[src/rtl/tas_pkg.sv]
`timescale 1ns / 1ps

package tas_pkg;

    localparam int KEY_BITS = 64;

    typedef enum logic [1:0] {
        ACT_ADD    = 2'd0,
        ACT_LOOKUP = 2'd1,
        ACT_CLEAR  = 2'd2,
        ACT_NONE   = 2'd3
    } t_action;

    typedef enum logic [1:0] {
        ST_OK   = 2'd0,
        ST_MISS = 2'd1,
        ST_FULL = 2'd2
    } t_status;

    typedef enum logic [1:0] {
        S_IDLE,
        S_SCAN,
        S_FIN
    } t_state;

endpackage

[src/rtl/transaction_access_set_unit.sv]
`timescale 1ns / 1ps

// Access set of one transaction: a table of up to CAPACITY entries keyed by a
// 64-bit address, each with an optional data word of WORD_BITS bits.
// Input channel (i_in_valid / o_in_ready) carries one command beat: add or
// update, lookup, or clear. Output channel (o_out_valid / i_out_ready) returns
// exactly one result beat per command, in command order.
// Entries are always packed at the low end of the table, so the fill count
// alone tells which entries are live and where the next insert goes.
// Timing: an add or lookup scans the live entries through the single-port
// read of the entry RAM, one entry per cycle, and stops at the first match.
// Each entry read is compared with the key as it returns from the RAM; on a
// match, or once every live entry has been compared, the unit goes to the
// finish state, which clear and the unused code enter without a scan.
// The next command is taken in the cycle after the result is registered, so
// a new command is not accepted until the previous one has finished.
// When the receiver stalls, one finished result waits in the output register
// while the next command is accepted and scanned; that command then holds
// until the waiting result has been taken.
// Reset empties the table at once by clearing the fill count; no sweep of
// the RAM is needed and a command may be sent in the first cycle after reset.
module transaction_access_set_unit #(
    parameter int CAPACITY  = 16,
    parameter int WORD_BITS = 64
) (
    input  logic        i_clk,
    input  logic        i_rst_n,
    input  logic        i_in_valid,
    output logic        o_in_ready,
    input  logic [1:0]  i_action,
    input  logic [63:0] i_address,
    input  logic        i_value_given,
    input  logic [63:0] i_data_word,
    output logic        o_out_valid,
    input  logic        i_out_ready,
    output logic [1:0]  o_status,
    output logic        o_value_present,
    output logic [63:0] o_read_word
);

    localparam int IW = (CAPACITY > 1) ? $clog2(CAPACITY) : 1;
    localparam int CW = $clog2(CAPACITY + 1);
    localparam int KB = tas_pkg::KEY_BITS;
    localparam int RW = KB + 1 + WORD_BITS;
    localparam logic [CW-1:0] FULL_COUNT = CW'(CAPACITY);

    tas_pkg::t_state  r_state, n_state;
    tas_pkg::t_action r_action;
    logic [KB-1:0]        r_key;
    logic                 r_given;
    logic [WORD_BITS-1:0] r_word;
    logic [CW-1:0]        r_fill, n_fill;
    logic [CW-1:0]        r_addr;
    logic                 r_cmp_valid;
    logic [IW-1:0]        r_cmp_idx;
    logic                 r_hit;
    logic [IW-1:0]        r_hit_idx;
    logic                 r_hit_has;
    logic [WORD_BITS-1:0] r_hit_word;
    logic                 r_out_valid;
    tas_pkg::t_status     r_status, n_status;
    logic                 r_present, n_present;
    logic [63:0]          r_rdword, n_rdword;

    logic                 in_accept;
    logic                 issue;
    logic                 match_now;
    logic                 fin_go;
    logic                 ram_we;
    logic [IW-1:0]        ram_waddr;
    logic [RW-1:0]        ram_wdata;
    logic [RW-1:0]        ram_rdata;
    logic [KB-1:0]        rd_key;
    logic                 rd_has;
    logic [WORD_BITS-1:0] rd_word;

    assign in_accept = i_in_valid && o_in_ready;
    assign o_in_ready = (r_state == tas_pkg::S_IDLE);

    assign rd_key  = ram_rdata[RW-1 -: KB];
    assign rd_has  = ram_rdata[WORD_BITS];
    assign rd_word = ram_rdata[WORD_BITS-1:0];

    // Reads are pipelined: the entry issued in one cycle is compared in the next.
    assign match_now = r_cmp_valid && (rd_key == r_key);
    assign issue     = (r_state == tas_pkg::S_SCAN) && (r_addr < r_fill) && !match_now;
    assign fin_go    = (r_state == tas_pkg::S_FIN) && (!r_out_valid || i_out_ready);

    tas_ram #(
        .WIDTH (RW),
        .DEPTH (CAPACITY)
    ) u_entries (
        .i_clk   (i_clk),
        .i_we    (ram_we),
        .i_waddr (ram_waddr),
        .i_wdata (ram_wdata),
        .i_re    (issue),
        .i_raddr (r_addr[IW-1:0]),
        .o_rdata (ram_rdata)
    );

    always_comb begin
        n_state = r_state;
        unique case (r_state)
            tas_pkg::S_IDLE: begin
                if (in_accept) begin
                    if (i_action == tas_pkg::ACT_ADD || i_action == tas_pkg::ACT_LOOKUP) begin
                        n_state = tas_pkg::S_SCAN;
                    end else begin
                        n_state = tas_pkg::S_FIN;
                    end
                end
            end
            tas_pkg::S_SCAN: begin
                if (match_now || (!issue && !r_cmp_valid)) begin
                    n_state = tas_pkg::S_FIN;
                end
            end
            tas_pkg::S_FIN: begin
                if (fin_go) begin
                    n_state = tas_pkg::S_IDLE;
                end
            end
            default: n_state = tas_pkg::S_IDLE;
        endcase
    end

    // Result and table update of the finishing command.
    always_comb begin
        n_status  = tas_pkg::ST_OK;
        n_present = 1'b0;
        n_rdword  = '0;
        n_fill    = r_fill;
        ram_we    = 1'b0;
        ram_waddr = r_hit_idx;
        ram_wdata = {r_key, 1'b1, r_word};
        case (r_action)
            tas_pkg::ACT_ADD: begin
                if (r_hit) begin
                    ram_we = fin_go && r_given;
                end else if (r_fill == FULL_COUNT) begin
                    n_status = tas_pkg::ST_FULL;
                end else begin
                    ram_we    = fin_go;
                    ram_waddr = r_fill[IW-1:0];
                    ram_wdata = {r_key, r_given, r_given ? r_word : '0};
                    n_fill    = r_fill + CW'(1);
                end
            end
            tas_pkg::ACT_LOOKUP: begin
                if (!r_hit) begin
                    n_status = tas_pkg::ST_MISS;
                end else if (r_hit_has) begin
                    n_present = 1'b1;
                    n_rdword  = 64'(r_hit_word);
                end
            end
            tas_pkg::ACT_CLEAR: begin
                n_fill = '0;
            end
            default: begin
            end
        endcase
    end

    always_ff @(posedge i_clk) begin
        if (!i_rst_n) begin
            r_state     <= tas_pkg::S_IDLE;
            r_fill      <= '0;
            r_addr      <= '0;
            r_cmp_valid <= 1'b0;
            r_hit       <= 1'b0;
            r_out_valid <= 1'b0;
        end else begin
            r_state <= n_state;
            if (in_accept) begin
                r_addr      <= '0;
                r_cmp_valid <= 1'b0;
                r_hit       <= 1'b0;
            end else begin
                r_cmp_valid <= issue;
                if (issue) begin
                    r_addr <= r_addr + CW'(1);
                end
                if (match_now) begin
                    r_hit <= 1'b1;
                end
            end
            if (fin_go) begin
                r_fill      <= n_fill;
                r_out_valid <= 1'b1;
            end else if (i_out_ready) begin
                r_out_valid <= 1'b0;
            end
        end
    end

    always_ff @(posedge i_clk) begin
        if (in_accept) begin
            r_action <= tas_pkg::t_action'(i_action);
            r_key    <= i_address;
            r_given  <= i_value_given;
            r_word   <= i_data_word[WORD_BITS-1:0];
        end
        if (issue) begin
            r_cmp_idx <= r_addr[IW-1:0];
        end
        if (match_now) begin
            r_hit_idx  <= r_cmp_idx;
            r_hit_has  <= rd_has;
            r_hit_word <= rd_word;
        end
        if (fin_go) begin
            r_status  <= n_status;
            r_present <= n_present;
            r_rdword  <= n_rdword;
        end
    end

    assign o_out_valid     = r_out_valid;
    assign o_status        = r_status;
    assign o_value_present = r_present;
    assign o_read_word     = r_rdword;

    a_fill_bound: assert property (@(posedge i_clk) disable iff (!i_rst_n)
        r_fill <= FULL_COUNT)
        else $error("fill count beyond capacity");

    a_cmp_in_scan: assert property (@(posedge i_clk) disable iff (!i_rst_n)
        r_cmp_valid |-> r_state == tas_pkg::S_SCAN)
        else $error("compare pending outside of scan");

    a_write_at_fin: assert property (@(posedge i_clk) disable iff (!i_rst_n)
        ram_we |-> fin_go)
        else $error("entry write outside of finish");

    a_accept_leaves_idle: assert property (@(posedge i_clk) disable iff (!i_rst_n)
        in_accept |=> r_state != tas_pkg::S_IDLE)
        else $error("accepted command not processed");

    a_no_word_unless_ok: assert property (@(posedge i_clk) disable iff (!i_rst_n)
        (r_out_valid && r_status != tas_pkg::ST_OK) |-> (!r_present && r_rdword == '0))
        else $error("data returned with a failing status");

endmodule

[src/rtl/tas_ram.sv]
`timescale 1ns / 1ps

module tas_ram #(
    parameter int WIDTH = 8,
    parameter int DEPTH = 16,
    localparam int AW = (DEPTH > 1) ? $clog2(DEPTH) : 1
) (
    input  logic             i_clk,
    input  logic             i_we,
    input  logic [AW-1:0]    i_waddr,
    input  logic [WIDTH-1:0] i_wdata,
    input  logic             i_re,
    input  logic [AW-1:0]    i_raddr,
    output logic [WIDTH-1:0] o_rdata
);

    logic [WIDTH-1:0] r_mem [DEPTH];
    logic [WIDTH-1:0] r_rdata;

    always_ff @(posedge i_clk) begin
        if (i_we) begin
            r_mem[i_waddr] <= i_wdata;
        end
        if (i_re) begin
            r_rdata <= r_mem[i_raddr];
        end
    end

    assign o_rdata = r_rdata;

endmodule

[config.mk]
export PLATFORM = sky130hd
export DESIGN_NAME = transaction_access_set_unit
export DESIGN_NICKNAME = d
export VERILOG_FILES = /design/src/rtl/tas_pkg.sv /design/src/rtl/transaction_access_set_unit.sv /design/src/rtl/tas_ram.sv
export SDC_FILE = /design/constraint.sdc
export NUM_CORES = 2
export LEC_CHECK = 0
export BUFFER_PORTS_ARGS = -buffer_cell sky130_fd_sc_hd__buf_2
export CAP_MARGIN = 20
export CELL_PAD_IN_SITES_DETAIL_PLACEMENT = 0
export CELL_PAD_IN_SITES_GLOBAL_PLACEMENT = 1
export CORE_MARGIN = 10
export CORE_UTILIZATION = 51
export CTS_CLUSTER_DIAMETER = 60
export CTS_CLUSTER_SIZE = 30
export DETAILED_ROUTE_END_ITERATION = 7
export GPL_TIMING_DRIVEN = 0
export PLACE_DENSITY = 0.85
export SLEW_MARGIN = 20
export SYNTH_ARGS = -nofsm -noshare
export SYNTH_HDL_FRONTEND = slang
export SYNTH_SLANG_ARGS = --single-unit
[constraint.sdc]
create_clock -name i_clk -period 7.8 [get_ports i_clk]
set_clock_uncertainty 0.05 [all_clocks]
set_input_delay 0 -clock i_clk [delete_from_list [all_inputs] [get_ports i_clk]]
set_output_delay 0 -clock i_clk [all_outputs]
set_load 0.03 [all_outputs]
==> qor.csv <==
metric,value,unit
outcome,completed,
grt_max_degree,79,
clk_pin_slew,0.10,ns
clock_latency,0.86,ns
layoutNonFillerInstCount,6884,
ctsRootBufferMaster,clkbuf_16,
place_hpwl,144000,um
final_area,0.108,mm^2
gp_congestion,0.762,
synth_cell_types,52,
path_buf_inv,5,
max_stage_delay,0.86,ns
power.switching,5.25,mW
row_count,155,
power_density,225,mW/mm^2
finalCriticalPeriod,5.02,ns
dpl_cell_area,0.100,mm^2
ff_latch_area,0.0743,mm^2
crit_type,register to register,
crit_start,r_fill[0]$_SDFFE_PN0P_,
dominantRegCellSynth,edfxtp_1,
drc,0,
async_flop_share,0,%
period_share,64.4,%
synth_cells,3642,
cp_num_cells,11,
coreArea,0.179,mm^2
r2r_start,r_fill[0]$_SDFFE_PN0P_,
synth-edff-count,2464,
max-cap-violations,0,
cp-endpoint,u_entries.r_mem[11][113]$_DFFE_PP_,
met1_usage,31.8,%
nNetsFinal,4550,
seq_area_frac_synth,80.9,%
ctsResizeCount,0,
rr_worst_depth,11,
rsz0062_at_grt,no,
endpoint_kind,register,
crit_top_cell,buf_16,
crit_family,simple AND/OR/NAND/NOR gates,
ctsHoldBuffers,265,
area.growth.synth_to_final,17.3,%
grt_pass1_wl,371000,um
postSynthNetCount,3784,
layout_common_cells,"2,464 x edfxtp_1, 645 x mux4_2, 265 x dlygate4sd3_1, 263 x buf_2, 137 x clkbuf_16",
n_fill_cell,11200,
slew-limit-headroom,18.7,%
die_area,0.198,mm^2
cts_setup_buffers,0,
wl,266000,um
swShare,21.7,%
viasPerCell,6.80,
use_met3,5.57,%
grt_overflow_total,0,
detail_route.wl_per_cell,38.6,um
setup_viol,0,
worst_pin_slew,1.22,ns
multi_input_area,0.0169,mm^2
timing.rr.end,u_entries.r_mem[11][113]$_DFFE_PP_,
synth.ff_latch_count,2479,
grt_pass1_vias,47500,
synth_warnings,0,
io_pins,204,
port-buffer-count,203,
startpoint_type,register,
clk_path_buf_depth,3,
slowest_stage,nor2_4,
die_y,444,um
grtUsageMet2,44.6,%
tns,0,ns
hold_violations,0,
syn_area,0.0919,mm^2
busiest_layer,met2,
cts_tree,done,
clock.fmax,199,MHz
cts.sinks,2479,
antenna_found_initial,12,
grtUsageTotal,26.6,%
p_int,19.0,mW
first_pass_iters,6,
cp.arrival,5.49,ns
placed_cells,6363,
crit_chain,inv_1 > ha_1 > a31oi_1 > a21oi_1 > nor4_1 > nand3_1 > nor2_4 > buf_16 > buf_16 > buf_12 > buf_16,
ant_nets,0,
vias,46800,
regToRegSetupSlack,2.78,ns
ir_drop,0.207,mV
slew_viol_final,0,
initial_utilization,51.4,%
combPwrFrac,2.2,%
p_leak,33.0,nW
power_frac_clock,36.2,%
path_max_fanout,15,
min_path_type,input pin to register,
layout_commonest_cell,edfxtp_1,
dr.first_iter.drc_count,7897,
htreeDepth,4,
cp.required,8.27,ns
layout-drive-gt1-share,30.3,%
p_seq_share,61.6,%
die-width,444,um
numCtsBuffers,132,
avgSynthCellArea,25.2,um^2
[layout make-up]
type / count / area share [%]
Clock inverter: 105 / 1.40
Buffer: 163 / 0.728
Sequential cell: 2479 / 69.0
Multi-Input combinational cell: 973 / 15.7
Tap cell: 2355 / 2.73
Timing Repair Buffer: 632 / 7.21
Inverter: 27 / 0.0964
Antenna cell: 11 / 0.0255
Clock buffer: 139 / 3.19
[worst min-delay path, stage by stage]
cell,delay [ns]
dlygate4sd3_1,0.52
buf_2,0.18
inv_1,0.09
a31o_1,0.14
[worst min path at each step]
| stage | from | end | depth (start not counted) |
|---|---|---|---|
| floorplan | i_action[0] | r_action[0]$_DFFE_PP_ | 0 |
| global placement | i_data_word[39] | r_word[39]$_DFFE_PP_ | 1 |
| detailed placement | i_data_word[44] | r_word[44]$_DFFE_PP_ | 1 |
| CTS | i_address[5] | r_key[5]$_DFFE_PP_ | 2 |
| global route | i_address[5] | r_key[5]$_DFFE_PP_ | 2 |
| finish | i_action[1] | r_state[0]$_SDFFE_PN0P_ | 4 |
[registers in the layout, indices dropped and copies added, names as in the netlist, 2 cells and up]
| signal | cells |
|---|---|
| r_cmp_idx | 4 |
| r_addr | 5 |
| u_entries.o_rdata | 129 |
| r_word | 64 |
| r_key | 64 |
| r_action | 2 |
| r_hit_idx | 4 |
| o_read_word | 64 |
| r_fill | 5 |
| r_state | 2 |
| o_status | 2 |
| u_entries.r_mem | 2064 |
| r_hit_word | 64 |
[synthesized netlist by cell type, types with 2 or more instances]
library cell / count / area (um^2)
clkbuf_1: 76 / 285
and2_1: 67 / 419
nor3_1: 8 / 40.0
a22oi_1: 2 / 15.0
a31oi_1: 5 / 31.3
o21ai_1: 4 / 20.0
buf_4: 5 / 37.5
dfxtp_1: 15 / 300
buf_6: 6 / 67.6
mux4_2: 645 / 14500
o21ai_0: 4 / 20.0
xnor2_1: 32 / 280
nand2b_1: 5 / 31.3
buf_2: 60 / 300
ha_1: 7 / 87.6
mux2i_1: 3 / 30.0
xor2_1: 21 / 184
nand2_1: 7 / 26.3
or4_2: 2 / 17.5
or4_1: 3 / 22.5
nor4_1: 8 / 50.1
o2bb2ai_1: 3 / 26.3
nand4_1: 11 / 68.8
nor2b_1: 66 / 413
o22ai_1: 5 / 31.3
nand3b_1: 2 / 15.0
a21oi_1: 7 / 35.0
a21boi_0: 2 / 15.0
nand3_1: 9 / 45.0
nor2_1: 28 / 105
inv_1: 25 / 93.8
edfxtp_1: 2464 / 74000
o31ai_1: 3 / 22.5
buf_1: 14 / 52.6
[cell families after synthesis]
kind of cell / share of synthesized area (%)
AO/OA/AOI/OAI: 0.319
XOR/XNOR: 0.505
adder cells (fa/ha/maj): 0.0953
buffers and inverters: 0.951
flip-flops: 80.9
multiplexers: 15.8
AND/OR/NAND/NOR: 1.42
[through the flow]
stage               power, mW  setup slack [ns]  hold slack [ns]  utilization, %
floorplan                15.3             0.223           0.0489               -
global placement         15.6             -7.50            0.126            53.6
detailed placement       15.6              3.33            0.128            56.0
CTS                      24.1              3.12          0.00291            60.2
global route             24.7              2.82           0.0509            60.2
finish                   24.2              2.78           0.0640            60.3
[per-layer routing]
| layer | part of all wire, % | vias to the layer above |
|---|---|---|
| met5 | 0.083 | - |
| met4 | 7.3 | 10 |
| met3 | 11 | 1063 |
| met2 | 50 | 4636 |
| met1 | 31 | 24000 |
| li1 | - | 17100 |
[power groups by stage]
stage | logic (mW) | clock network, mW | registers (mW)
after floorplan | 0.158 | 0 | 15.2
after global placement | 0.343 | 0 | 15.2
after detailed placement | 0.388 | 0 | 15.2
after CTS | 0.500 | 8.68 | 14.9
after global routing | 0.551 | 9.19 | 14.9
final | 0.526 | 8.77 | 14.9
Power figures use the tool's default switching activity.
